$ cat config.mk
export PLATFORM = sky130hd
export DESIGN_NAME = buddy_tree_allocator_unit
export DESIGN_NICKNAME = d
export VERILOG_FILES = /design/src/hw/rtl/bta_pkg.sv /design/src/hw/rtl/bta_ctrl.sv /design/src/hw/rtl/bta_datapath.sv /design/src/hw/rtl/buddy_tree_allocator_unit.sv
export SDC_FILE = /design/constraint.sdc
export NUM_CORES = 2
export LEC_CHECK = 0
export BUFFER_PORTS_ARGS = -buffer_cell sky130_fd_sc_hd__clkbuf_2
export CORE_MARGIN = 1.5
export CORE_UTILIZATION = 35
export CTS_CLUSTER_DIAMETER = 40
export DETAILED_ROUTE_END_ITERATION = 10
export PLACE_DENSITY = 0.49
export SYNTH_ARGS = -nofsm -noshare
export SYNTH_HDL_FRONTEND = slang
export SYNTH_SLANG_ARGS = --single-unit
$ cat constraint.sdc
create_clock -name clk_i -period 142.3 [get_ports clk_i]
set_input_delay 21.345 -clock clk_i [delete_from_list [all_inputs] [get_ports clk_i]]
set_output_delay 21.345 -clock clk_i [all_outputs]
set_load 0.02 [all_outputs]
$ cat src/hw/rtl/bta_pkg.sv
package bta_pkg;

  // tree geometry
  localparam int unsigned MaxTreeLevels = 10;
  localparam int unsigned NodeCap       = (1 << MaxTreeLevels) - 1;
  localparam int unsigned NodeW         = MaxTreeLevels;
  localparam int unsigned SubW          = NodeW + 1;
  localparam int unsigned LvlW          = 4;

  // field widths
  localparam int unsigned SizeW   = 25;
  localparam int unsigned OffW    = 24;
  localparam int unsigned StatusW = 3;
  localparam int unsigned CfgW    = 5;
  localparam int unsigned ApbAddrW = 3;
  localparam int unsigned ApbDataW = 32;

  localparam logic [CfgW-1:0] MemLog2Max   = 5'd24;
  localparam logic [CfgW-1:0] MemLog2Rst   = 5'd20;
  localparam logic [CfgW-1:0] MinBlkLog2Rst = 5'd11;
  localparam logic [OffW-1:0] HdrBytes     = 24'd4;

  // register indexes (paddr bit 2)
  localparam logic REG_MEM_LOG2 = 1'b0;
  localparam logic REG_MIN_BLK  = 1'b1;

  // result status codes
  localparam logic [StatusW-1:0] ST_OK        = 3'd0;
  localparam logic [StatusW-1:0] ST_BAD_SIZE  = 3'd1;
  localparam logic [StatusW-1:0] ST_NO_SPACE  = 3'd2;
  localparam logic [StatusW-1:0] ST_RANGE     = 3'd3;
  localparam logic [StatusW-1:0] ST_MISALIGN  = 3'd4;
  localparam logic [StatusW-1:0] ST_DBL_FREE  = 3'd5;

  // datapath operations
  typedef enum logic [3:0] {
    OP_NONE,
    OP_CLR,
    OP_LOAD,
    OP_LVL_STEP,
    OP_SCAN_INIT,
    OP_SCAN_RD,
    OP_SCAN_NEXT,
    OP_FCHK,
    OP_FOUND,
    OP_SUB_STEP,
    OP_ANC_STEP,
    OP_MRG_RD,
    OP_MRG_STEP
  } op_e;

  typedef struct packed {
    op_e                op;
    logic               res_en;
    logic [StatusW-1:0] res_code;
  } cmd_t;

  typedef struct packed {
    logic clr_last;
    logic is_free;
    logic bad_size;
    logic lvl_more;
    logic lvl_neg;
    logic scan_free;
    logic scan_last;
    logic range_err;
    logic index_err;
    logic busy_bit;
    logic sub_last;
    logic at_root;
  } stat_t;

endpackage

$ cat src/hw/rtl/bta_ctrl.sv
module bta_ctrl (
  input  logic            clk_i,
  input  logic            rst_ni,
  input  logic            start_i,
  input  bta_pkg::stat_t  stat_i,
  output bta_pkg::cmd_t   cmd_o,
  output logic            busy_o,
  output logic            done_o
);

  localparam logic [3:0] S_CLR      = 4'd0;
  localparam logic [3:0] S_IDLE     = 4'd1;
  localparam logic [3:0] S_DISP     = 4'd2;
  localparam logic [3:0] S_LVL      = 4'd3;
  localparam logic [3:0] S_SCAN_RD  = 4'd4;
  localparam logic [3:0] S_SCAN_CHK = 4'd5;
  localparam logic [3:0] S_FBUSY    = 4'd6;
  localparam logic [3:0] S_SUB      = 4'd7;
  localparam logic [3:0] S_ANC      = 4'd8;
  localparam logic [3:0] S_MRG_RD   = 4'd9;
  localparam logic [3:0] S_MRG_CHK  = 4'd10;

  logic [3:0] state_q, state_d;
  logic       done_q, done_d;

  // next state and datapath command
  always_comb begin
    state_d        = state_q;
    cmd_o.op       = bta_pkg::OP_NONE;
    cmd_o.res_en   = 1'b0;
    cmd_o.res_code = bta_pkg::ST_OK;
    unique case (state_q)
      S_CLR: begin
        cmd_o.op = bta_pkg::OP_CLR;
        if (stat_i.clr_last) state_d = S_IDLE;
      end
      S_IDLE: begin
        if (start_i) begin
          cmd_o.op = bta_pkg::OP_LOAD;
          state_d  = S_DISP;
        end
      end
      S_DISP: begin
        if (!stat_i.is_free) begin
          if (stat_i.bad_size) begin
            cmd_o.res_en   = 1'b1;
            cmd_o.res_code = bta_pkg::ST_BAD_SIZE;
            state_d        = S_IDLE;
          end else begin
            state_d = S_LVL;
          end
        end else begin
          cmd_o.op = bta_pkg::OP_FCHK;
          if (stat_i.range_err) begin
            cmd_o.res_en   = 1'b1;
            cmd_o.res_code = bta_pkg::ST_RANGE;
            state_d        = S_IDLE;
          end else if (stat_i.index_err) begin
            cmd_o.res_en   = 1'b1;
            cmd_o.res_code = bta_pkg::ST_MISALIGN;
            state_d        = S_IDLE;
          end else begin
            state_d = S_FBUSY;
          end
        end
      end
      S_LVL: begin
        if (stat_i.lvl_more) begin
          cmd_o.op = bta_pkg::OP_LVL_STEP;
        end else if (stat_i.lvl_neg) begin
          cmd_o.res_en   = 1'b1;
          cmd_o.res_code = bta_pkg::ST_BAD_SIZE;
          state_d        = S_IDLE;
        end else begin
          cmd_o.op = bta_pkg::OP_SCAN_INIT;
          state_d  = S_SCAN_RD;
        end
      end
      S_SCAN_RD: begin
        cmd_o.op = bta_pkg::OP_SCAN_RD;
        state_d  = S_SCAN_CHK;
      end
      S_SCAN_CHK: begin
        if (stat_i.scan_free) begin
          cmd_o.op = bta_pkg::OP_FOUND;
          state_d  = S_SUB;
        end else if (stat_i.scan_last) begin
          cmd_o.res_en   = 1'b1;
          cmd_o.res_code = bta_pkg::ST_NO_SPACE;
          state_d        = S_IDLE;
        end else begin
          cmd_o.op = bta_pkg::OP_SCAN_NEXT;
          state_d  = S_SCAN_RD;
        end
      end
      S_FBUSY: begin
        if (!stat_i.busy_bit) begin
          cmd_o.res_en   = 1'b1;
          cmd_o.res_code = bta_pkg::ST_DBL_FREE;
          state_d        = S_IDLE;
        end else begin
          cmd_o.op = bta_pkg::OP_FOUND;
          state_d  = S_SUB;
        end
      end
      S_SUB: begin
        cmd_o.op = bta_pkg::OP_SUB_STEP;
        if (stat_i.sub_last) state_d = stat_i.is_free ? S_MRG_RD : S_ANC;
      end
      S_ANC: begin
        if (stat_i.at_root) begin
          cmd_o.res_en = 1'b1;
          state_d      = S_IDLE;
        end else begin
          cmd_o.op = bta_pkg::OP_ANC_STEP;
        end
      end
      S_MRG_RD: begin
        if (stat_i.at_root) begin
          cmd_o.res_en = 1'b1;
          state_d      = S_IDLE;
        end else begin
          cmd_o.op = bta_pkg::OP_MRG_RD;
          state_d  = S_MRG_CHK;
        end
      end
      S_MRG_CHK: begin
        if (stat_i.busy_bit) begin
          cmd_o.res_en = 1'b1;
          state_d      = S_IDLE;
        end else begin
          cmd_o.op = bta_pkg::OP_MRG_STEP;
          state_d  = S_MRG_RD;
        end
      end
      default: state_d = S_IDLE;
    endcase
  end

  assign done_d = cmd_o.res_en;

  // state and result strobe
  always_ff @(posedge clk_i or negedge rst_ni) begin
    if (!rst_ni) begin
      state_q <= S_CLR;
      done_q  <= 1'b0;
    end else begin
      state_q <= state_d;
      done_q  <= done_d;
    end
  end

  assign busy_o = (state_q != S_IDLE);
  assign done_o = done_q;

  // accepted transaction keeps the block busy next cycle
  a_accept_busy: assert property (@(posedge clk_i) disable iff (!rst_ni)
    (start_i && !busy_o) |=> busy_o)
    else $error("accepted transaction did not make block busy");

  // result strobes never touch: every result returns the controller to idle
  a_done_gap: assert property (@(posedge clk_i) disable iff (!rst_ni)
    done_q |=> !done_q)
    else $error("back to back result strobes");

  // a result only follows work
  a_done_after_work: assert property (@(posedge clk_i) disable iff (!rst_ni)
    done_q |-> $past(state_q != S_IDLE && state_q != S_CLR))
    else $error("result strobe without a transaction");

endmodule

$ cat src/hw/rtl/bta_datapath.sv
module bta_datapath (
  input  logic                             clk_i,
  input  logic                             rst_ni,
  input  bta_pkg::cmd_t                    cmd_i,
  output bta_pkg::stat_t                   stat_o,
  input  logic [bta_pkg::CfgW-1:0]         mem_log2_i,
  input  logic [bta_pkg::CfgW-1:0]         min_block_log2_i,
  input  logic                             func_i,
  input  logic [bta_pkg::SizeW-1:0]        req_size_i,
  input  logic [bta_pkg::OffW-1:0]         user_offset_i,
  input  logic [bta_pkg::NodeW-1:0]        header_index_i,
  output logic [bta_pkg::StatusW-1:0]      status_o,
  output logic [bta_pkg::OffW-1:0]         block_offset_o,
  output logic [bta_pkg::NodeW-1:0]        node_index_o
);

  localparam int unsigned NW = bta_pkg::NodeW;
  localparam int unsigned SW = bta_pkg::SubW;

  // latched transaction
  logic                        func_q;
  logic [bta_pkg::SizeW-1:0]   size_q;
  logic [bta_pkg::OffW-1:0]    uoff_q;
  logic [NW-1:0]               hidx_q;

  // working registers
  logic [bta_pkg::CfgW-1:0]    clr_unused;
  logic [NW-1:0]               clr_q;
  logic signed [4:0]           level_q;
  logic [bta_pkg::CfgW-1:0]    blk_log_q;
  logic [NW-1:0]               i_q;
  logic [SW-1:0]               cur_q, lo_q, hi_q;
  logic [NW-1:0]               p_q;
  logic                        rdata_q;

  logic [bta_pkg::StatusW-1:0] status_q;
  logic [bta_pkg::OffW-1:0]    boff_q;
  logic [NW-1:0]               node_q;

  // memory of busy bits
  logic                        busy_mem [bta_pkg::NodeCap];
  logic                        we;
  logic [NW-1:0]               waddr, raddr;
  logic                        wdata;

  // geometry from configuration
  logic [bta_pkg::CfgW-1:0]    mlog;
  logic [bta_pkg::CfgW-1:0]    lv_diff;
  logic [bta_pkg::LvlW-1:0]    levels;
  logic [NW-1:0]               nodes;
  logic [bta_pkg::SizeW-1:0]   msize;

  always_comb begin
    mlog    = (mem_log2_i > bta_pkg::MemLog2Max) ? bta_pkg::MemLog2Max : mem_log2_i;
    lv_diff = mlog - min_block_log2_i + 5'd1;
    if (min_block_log2_i > mlog) begin
      levels = 4'd1;
    end else if (lv_diff > 5'(bta_pkg::MaxTreeLevels)) begin
      levels = 4'(bta_pkg::MaxTreeLevels);
    end else begin
      levels = lv_diff[3:0];
    end
    nodes = NW'((SW'(1) << levels) - SW'(1));
    msize = bta_pkg::SizeW'(1) << mlog;
  end

  assign clr_unused = '0;

  // allocation size and level search
  logic [25:0]   need, blk;
  logic [NW-1:0] first, last;
  logic [3:0]    lvl4;

  always_comb begin
    need  = {1'b0, size_q} + 26'd4;
    blk   = 26'd1 << blk_log_q;
    lvl4  = level_q[3:0];
    first = NW'((SW'(1) << lvl4) - SW'(1));
    last  = NW'((SW'(1) << (lvl4 + 4'd1)) - SW'(2));
  end

  // free checks: level of header index and its block start
  logic [SW-1:0]            hv;
  logic [3:0]               hl;
  logic [NW-1:0]            hfirst;
  logic [bta_pkg::SizeW-1:0] fstart;
  logic                     misalign;

  always_comb begin
    hv = {1'b0, hidx_q} + SW'(1);
    hl = '0;
    for (int b = 1; b < SW; b++) begin
      if (hv[b]) hl = 4'(b);
    end
    hfirst   = NW'((SW'(1) << hl) - SW'(1));
    fstart   = bta_pkg::SizeW'(hidx_q - hfirst) << (mlog - {1'b0, hl});
    misalign = ({2'b0, uoff_q} != ({1'b0, fstart} + 26'd4));
  end

  // tree walk helpers
  logic [NW-1:0] parent, buddy, base;
  logic [SW-1:0] lo_next, hi_next;

  always_comb begin
    parent  = (p_q - NW'(1)) >> 1;
    buddy   = p_q[0] ? (p_q + NW'(1)) : (p_q - NW'(1));
    base    = func_q ? hidx_q : i_q;
    lo_next = {lo_q[NW-1:0], 1'b1};
    hi_next = {hi_q[NW-1:0], 1'b0} + SW'(2);
  end

  // status toward the controller
  always_comb begin
    stat_o.clr_last  = (clr_q == NW'(bta_pkg::NodeCap - 1));
    stat_o.is_free   = func_q;
    stat_o.bad_size  = (size_q == '0) || (size_q > msize);
    stat_o.lvl_more  = (blk < need) && !level_q[4];
    stat_o.lvl_neg   = level_q[4];
    stat_o.scan_free = !rdata_q;
    stat_o.scan_last = (i_q == last);
    stat_o.range_err = ({1'b0, uoff_q} >= msize);
    stat_o.index_err = (hidx_q >= nodes) || misalign;
    stat_o.busy_bit  = rdata_q;
    stat_o.sub_last  = (cur_q == hi_q) && (lo_next >= {1'b0, nodes});
    stat_o.at_root   = (p_q == '0);
  end

  // memory port selection
  always_comb begin
    we    = 1'b0;
    waddr = '0;
    wdata = 1'b0;
    raddr = '0;
    case (cmd_i.op)
      bta_pkg::OP_CLR: begin
        we    = 1'b1;
        waddr = clr_q;
      end
      bta_pkg::OP_SUB_STEP: begin
        we    = 1'b1;
        waddr = cur_q[NW-1:0];
        wdata = !func_q;
      end
      bta_pkg::OP_ANC_STEP: begin
        we    = 1'b1;
        waddr = parent;
        wdata = 1'b1;
      end
      bta_pkg::OP_MRG_STEP: begin
        we    = 1'b1;
        waddr = parent;
      end
      bta_pkg::OP_SCAN_RD: raddr = i_q;
      bta_pkg::OP_FCHK:    raddr = hidx_q;
      bta_pkg::OP_MRG_RD:  raddr = buddy;
      default: ;
    endcase
  end

  always_ff @(posedge clk_i) begin
    if (we) busy_mem[waddr] <= wdata;
    rdata_q <= busy_mem[raddr];
  end

  // clearing pass counter
  always_ff @(posedge clk_i or negedge rst_ni) begin
    if (!rst_ni) begin
      clr_q <= '0;
    end else if (cmd_i.op == bta_pkg::OP_CLR) begin
      clr_q <= clr_q + NW'(1) + NW'(clr_unused);
    end
  end

  // working registers
  always_ff @(posedge clk_i) begin
    case (cmd_i.op)
      bta_pkg::OP_LOAD: begin
        func_q    <= func_i;
        size_q    <= req_size_i;
        uoff_q    <= user_offset_i;
        hidx_q    <= header_index_i;
        level_q   <= 5'({1'b0, levels} - 5'd1);
        blk_log_q <= mlog - ({1'b0, levels} - 5'd1);
        boff_q    <= '0;
        node_q    <= '0;
      end
      bta_pkg::OP_LVL_STEP: begin
        level_q   <= level_q - 5'sd1;
        blk_log_q <= blk_log_q + 5'd1;
      end
      bta_pkg::OP_SCAN_INIT: i_q <= first;
      bta_pkg::OP_SCAN_NEXT: i_q <= i_q + NW'(1);
      bta_pkg::OP_FOUND: begin
        cur_q <= {1'b0, base};
        lo_q  <= {1'b0, base};
        hi_q  <= {1'b0, base};
        p_q   <= base;
        if (!func_q) begin
          node_q <= i_q;
          boff_q <= (bta_pkg::OffW'(i_q - first) << blk_log_q) + bta_pkg::HdrBytes;
        end
      end
      bta_pkg::OP_SUB_STEP: begin
        if (cur_q == hi_q) begin
          lo_q  <= lo_next;
          hi_q  <= hi_next;
          cur_q <= lo_next;
        end else begin
          cur_q <= cur_q + SW'(1);
        end
      end
      bta_pkg::OP_ANC_STEP, bta_pkg::OP_MRG_STEP: p_q <= parent;
      default: ;
    endcase
    if (cmd_i.res_en) status_q <= cmd_i.res_code;
  end

  assign status_o       = status_q;
  assign block_offset_o = boff_q;
  assign node_index_o   = node_q;

  // subtree writes stay inside the current tree
  a_sub_in_tree: assert property (@(posedge clk_i) disable iff (!rst_ni)
    (cmd_i.op == bta_pkg::OP_SUB_STEP) |-> (cur_q < {1'b0, nodes}))
    else $error("subtree write outside the tree");

  // ancestor and merge walks never step above the root
  a_walk_root: assert property (@(posedge clk_i) disable iff (!rst_ni)
    (cmd_i.op == bta_pkg::OP_ANC_STEP || cmd_i.op == bta_pkg::OP_MRG_STEP)
      |-> (p_q != '0))
    else $error("tree walk past the root");

  // clearing pass never runs beyond the last node
  a_clr_bound: assert property (@(posedge clk_i) disable iff (!rst_ni)
    (cmd_i.op == bta_pkg::OP_CLR) |-> (clr_q < NW'(bta_pkg::NodeCap)))
    else $error("clearing pass beyond the memory");

endmodule

$ cat src/hw/rtl/buddy_tree_allocator_unit.sv
// an allocation runs level steps, a node scan, the subtree and the ancestors;
// a free runs the subtree and the merge steps; some requests are rejected at dispatch
// one transaction at a time: start is taken only while busy is low
// results show for one cycle on done_o; the receiver cannot stall
// after reset a clearing pass runs with busy high
module buddy_tree_allocator_unit (
  input  logic                                clk_i,
  input  logic                                rst_ni,
  input  logic                                start,
  output logic                                busy,
  output logic                                done_o,
  input  logic                                func_i,
  input  logic [bta_pkg::SizeW-1:0]           req_size_i,
  input  logic [bta_pkg::OffW-1:0]            user_offset_i,
  input  logic [bta_pkg::NodeW-1:0]           header_index_i,
  output logic [bta_pkg::StatusW-1:0]         status_o,
  output logic [bta_pkg::OffW-1:0]            block_offset_o,
  output logic [bta_pkg::NodeW-1:0]           node_index_o,
  input  logic                                psel,
  input  logic                                penable,
  input  logic                                pwrite,
  input  logic [bta_pkg::ApbAddrW-1:0]        paddr,
  input  logic [bta_pkg::ApbDataW-1:0]        pwdata,
  output logic [bta_pkg::ApbDataW-1:0]        prdata,
  output logic                                pready
);

  logic [bta_pkg::CfgW-1:0] mem_log2_q, min_blk_q;
  bta_pkg::cmd_t            cmd;
  bta_pkg::stat_t           stat;

  // configuration registers
  always_ff @(posedge clk_i or negedge rst_ni) begin
    if (!rst_ni) begin
      mem_log2_q <= bta_pkg::MemLog2Rst;
      min_blk_q  <= bta_pkg::MinBlkLog2Rst;
    end else if (psel && penable && pwrite) begin
      if (paddr[2] == bta_pkg::REG_MEM_LOG2) begin
        mem_log2_q <= pwdata[bta_pkg::CfgW-1:0];
      end else begin
        min_blk_q <= pwdata[bta_pkg::CfgW-1:0];
      end
    end
  end

  assign pready = 1'b1;
  assign prdata = (paddr[2] == bta_pkg::REG_MIN_BLK)
                ? {{(bta_pkg::ApbDataW-bta_pkg::CfgW){1'b0}}, min_blk_q}
                : {{(bta_pkg::ApbDataW-bta_pkg::CfgW){1'b0}}, mem_log2_q};

  bta_ctrl u_ctrl (
    .clk_i   (clk_i),
    .rst_ni  (rst_ni),
    .start_i (start),
    .stat_i  (stat),
    .cmd_o   (cmd),
    .busy_o  (busy),
    .done_o  (done_o)
  );

  bta_datapath u_dp (
    .clk_i            (clk_i),
    .rst_ni           (rst_ni),
    .cmd_i            (cmd),
    .stat_o           (stat),
    .mem_log2_i       (mem_log2_q),
    .min_block_log2_i (min_blk_q),
    .func_i           (func_i),
    .req_size_i       (req_size_i),
    .user_offset_i    (user_offset_i),
    .header_index_i   (header_index_i),
    .status_o         (status_o),
    .block_offset_o   (block_offset_o),
    .node_index_o     (node_index_o)
  );

endmodule
# After elaboration in Yosys (flattened, before gate mapping)
# Memories as Yosys holds them, arrays and structs flattened. A register that Yosys moved wholly into a read port is not among the register bits.
# Index checks and enable logic that the tools add are counted.
# totals
ff_bits	184
ram_bits	1023
input_bits	101
wordCells	196
mem_count	1
# classes
addsub	24
n_lt_le_gt_ge	8
n_eq_ne	34
shifts	8
n_mux	77
bitwise_logic	1
reduce_logical	24
# memory_table
name	words	word_bits	read_ports	rd_clocked_by_memory_dff	wr	line	text
u_dp.busy_mem	1023	1	1	1	1	bta_datapath.sv:41	logic busy_mem [bta_pkg::NodeCap];
# ops
cell	count
$mux W4	28
$pmux W4 S11	2
$pmux W10 S2	4
$pmux W10 S3	2
$add A25 B3 Y26 const B	2
$pmux W24 S2	1
$pmux W11 S2	2
$mux W10	4
$shl A1 B4 Y10 const A	4
$mux W3	13
$eq A4 B3 Y1 const B	8
$eq A4 B4 Y1 const B	8
$add A10 B1 Y10 const B	3
$sub A10 B2 Y10 const B	3
$lt A26 B26 Y1	1
$ne A24 B26 Y1	1
$shl A1 B5 Y26 const A	1
$ge A24 B25 Y1	1
$gt A25 B25 Y1	1
$logic_not A25 Y1	1
$shl A1 B5 Y25 const A	1
$shl A25 B5 Y25	1
$add A24 B3 Y24 const B	1
$mux W24	1
other kinds (45)	82

# Longest topological paths before layout
# logic_depth
word_depth	22
depth_mapped	32
mapped_depth_nobuf	30

# By module
# A second synthesis with hierarchy kept.
# hier_totals
hier_cells	6369
area_unflattened_um2	63711.1
# modules_own_cells
mod	n_inst	cells_each	area_per_inst_um2	seq_area_each_um2
bta_datapath	1	6207	62240.9	35764.3
bta_ctrl	1	104	779.5	125.1
buddy_tree_allocator_unit	1	58	690.7	256.5

# Worst setup path before layout
# OpenSTA, ideal clock, no wires.
# synth_timing
path_kind	register to register
startpoint	register u_ctrl.state_q[2]
endpoint	memory u_dp.busy_mem[0] (data pin)
arrival_ps	40597
required_ps	134171
setup_slack_ps	93574
stages_incl_launch_ff	6
path_buffers	2
cell_sequence	dfrtp_1 buf_2 nor2b_1 nand3_1 clkbuf_1 o21ai_0
# synth_via
elab_chain_len	4
# synth_lines
item	line	text
from (decl)	bta_ctrl.sv:23	logic [3:0] state_q, state_d;
from (signal assigned)	bta_ctrl.sv:148	state_q <= state_d;
$eq A4 B4 Y1, or another cell as far along	bta_ctrl.sv:32	unique case (state_q)
$pmux W4 S11 (*)	bta_ctrl.sv:32	
$eq A4 B4 Y1	bta_datapath.sv:134	case (cmd_i.op)
$pmux W1 S2 (*)	bta_datapath.sv:134	
net u_dp.wdata	bta_datapath.sv:44	logic wdata;
to (decl)	bta_datapath.sv:41	
# Mark *: on every way through the listed nets, which the timed path passes. The rest lies on a longest branch.

# Final worst setup path
# layout_timing
startpoint	input port paddr[2] in the netlist's numbering
endpoint	output port prdata[1] in the netlist's numbering
# layout_via
elab_chain_len	1
# layout_lines
item	line	text
from (decl)	buddy_tree_allocator_unit.sv:22	input logic [bta_pkg::ApbAddrW-1:0] paddr,
$mux W5	buddy_tree_allocator_unit.sv:48	? {{(bta_pkg::ApbDataW-bta_pkg::CfgW){1'b0}}, min_blk_q}
to (decl)	buddy_tree_allocator_unit.sv:24	output logic [bta_pkg::ApbDataW-1:0] prdata,
# Every way passes these cells.

==> metrics.txt <==
chip height=425 um; mean area per synthesized cell=11.6 um2; root buffer cell=clkbuf_16; full die area=181,000 um2; Hold Buf Count CTS=0; vias in the first global route=43,400; Post-Route WL=201,000 um; Syn-to-layout area delta=15.5%; WHS=0.507 ns; Clock power frac=0.346; Core Area=177,000 um2; port bufs=115; Yosys warning total=0; Final Hold Violating Endpoints=0; CTS HTree Levels=4; final period utilization=0.305; Antenna Violating Nets Remaining=0; clk slew on worst S/H paths=0.05 ns; sequential power share=0.305; Clock Latency Late Sink=0.85 ns; Design Area, Final=72,100 um2; switching part of the total=0.379; run status=finished clean; DP Worst Slack=98.90 ns; fin crit period=43.39 ns; largest net degree at the start of global routing=253; DRC Markers=0; Yosys reg bits=1,208; Achievable Freq=23.0 MHz; Final WS setup=98.91 ns; pwr dens=20.0 nW/um2; ys async rst share=0.0207; drt via density=5.62; Syn Inst Count=5,398; P_leak=24.3 nW; Sequential Area=36,100 um2; Placed Instances=7,524; Setup TNS Final=0 ns; initial antenna violation count=8; setup bufs post-CTS=0; combinational share of power=0.350; Worst slew margin=0.131; fillcell total=16,800; router iterations before antenna repair=6; Max Clock Skew=0.0809 ns; WP data required=120.95 ns; crit path kind=in -> out; vias=44,400; final core utilization=0.408; row count=154; Worst Hold Class=reg -> reg; Post-CTS Resized=0; DR WL/cell=25.5 um; Post-synth EDFFs=1,182; IO Count=173; worst-path fanout max=9; Detailed Route Iter0 Violations=4,385; Critical Path Sink Type=primary output; main flop type after synthesis=edfxtp_1; Initial Util=0.354; Synth top area share=0.568; R2R Setup Slk=133.41 ns; GRT overflow=0; RePlAce Congestion=0.884; gr usage total=0.219; area leader, netlist=edfxtp_1; die width=425 um; final cell count without fillers=7,900; Clock Tree Buf Depth=3; total power=1.44 mW; TritonCTS clock tree=built; Sinks on Clock Net=1,208; CP arrival=22.05 ns; startpoint types=input port; Post-DP Area=65,100 um2; # setup viols final=0; layout cells sized above 1=0.153; NumNets Final=5,659; TritonCTS buffer count=201; RSZ-0062 raised after global routing=no; Seq/Total Area, Yosys=0.579; first-pass GRT wire length=294,000 um; Int Power=0.896 mW; net switching power=0.547 mW; Synth area leaders=edfxtp_1 (57%), nor2_1 (7.5%), mux4_2 (5.7%); Multi-input gate area=24,400 um2; dpl hpwl=116,000 um; Cell variety after synth=106; Post-Syn Area=62,500 um2; max-slew violations=0; Slew @ Worst Pin=1.30 ns; Max VDD drop=0.0122 mV; total of max-cap violations=0
## area by class of cell
type | count | area share
Multi-Input combinational cell | 3688 | 0.338
Tap cell | 2340 | 0.0406
Clock buffer | 216 | 0.0705
Antenna cell | 1 | 0.0000347
Clock inverter | 159 | 0.0268
Inverter | 79 | 0.00411
Sequential cell | 1208 | 0.501
Timing Repair Buffer | 209 | 0.0185
## metal layers
metal	vias up	routed length (um)	global-route usage
li1	19900	-	-
met3	312	12600	0.0336
met4	6	5220	0.0624
met1	22700	86500	0.297
met2	1572	97000	0.363
met5	-	33	0
## critical path: stages
cell,delay [ns]
clkbuf_2,0.18
mux2_2,0.37
clkbuf_2,0.16
## power by group through the flow
| stage | clock, mW | combinational [mW] | sequential, mW |
|---|---|---|---|
| 6_report | 0.499 | 0.504 | 0.440 |
| 3_3_place_gp | 0 | 0.499 | 0.446 |
| 3_5_place_dp | 0 | 0.501 | 0.446 |
| 4_1_cts | 0.506 | 0.503 | 0.439 |
| 2_1_floorplan | 0 | 0.345 | 0.454 |
| 5_1_grt | 0.522 | 0.551 | 0.441 |
## cell usage after synthesis (16+ instances only)
cell type,number
a2111oi_0,22
a211oi_1,21
a21o_1,30
a21oi_1,213
a221oi_1,16
a22oi_1,64
a31oi_1,33
and2_1,29
and3_1,49
buf_1,62
buf_2,38
buf_4,63
clkbuf_1,279
dfrtp_1,20
edfxtp_1,1182
ha_1,165
inv_1,76
mux2_2,20
mux2i_1,183
mux4_2,157
nand2_1,378
nand2b_1,22
nand3_1,110
nand4_1,52
nor2_1,1255
nor2b_1,24
nor3_1,64
nor4_1,35
o211ai_1,29
o21a_1,38
o21ai_0,112
o22ai_1,82
or2_2,19
or3_1,20
or4_1,19
xnor2_1,76
xor2_1,75
## final timing paths
check | startpoint | cells after the start | to
min | u_dp.clr_q[8] | 1 | u_dp.clr_q[8]
max reg2reg | u_dp.hidx_q[2] | 26 | u_dp.status_o[2]
max | paddr[2] | 3 | prdata[1]
min in group asynchronous | rst_ni | 1 | u_dp.clr_q[0]
max in group asynchronous | rst_ni | 1 | mem_log2_q[3]
min reg2reg | u_dp.clr_q[8] | 1 | u_dp.clr_q[8]
## registers in the layout (all words and copies together) (netlist names), 10 cells and up
register             flops
u_dp.clr_q              10
u_dp.i_q                10
u_dp.node_index_o       10
u_dp.size_q             25
u_dp.busy_mem         1023
u_dp.p_q                10
u_dp.hi_q               11
u_dp.block_offset_o     24
u_dp.uoff_q             24
u_dp.lo_q               10
u_dp.hidx_q             10
u_dp.cur_q              11
## cell families (layout without fill, tap and decap cells)
logic type,Yosys count,after routing,share of synthesized area
multiplexers,360,360,0.0895
buffers and inverters,528,663,0.0370
adder cells (fa/ha/maj),171,171,0.0350
flip-flops,1208,1208,0.579
AO/OA/AOI/OAI,830,830,0.0893
other,2,29,0.000120
AND/OR/NAND/NOR,2148,2148,0.149
XOR/XNOR,151,151,0.0212
## cell usage in the layout (no fill, tap or decap), drive strengths merged, types with 67 or more instances in the layout
cell type     n
nor3         67
o21ai       124
a21oi       216
edfxtp     1182
xnor2        76
xor2         75
clkinv       88
nand2       380
nor2       1255
mux4        157
mux2i       183
nand3       110
buf          94
o22ai        83
ha          165
clkbuf      331
inv         103
(Power assumes the default switching activity.)
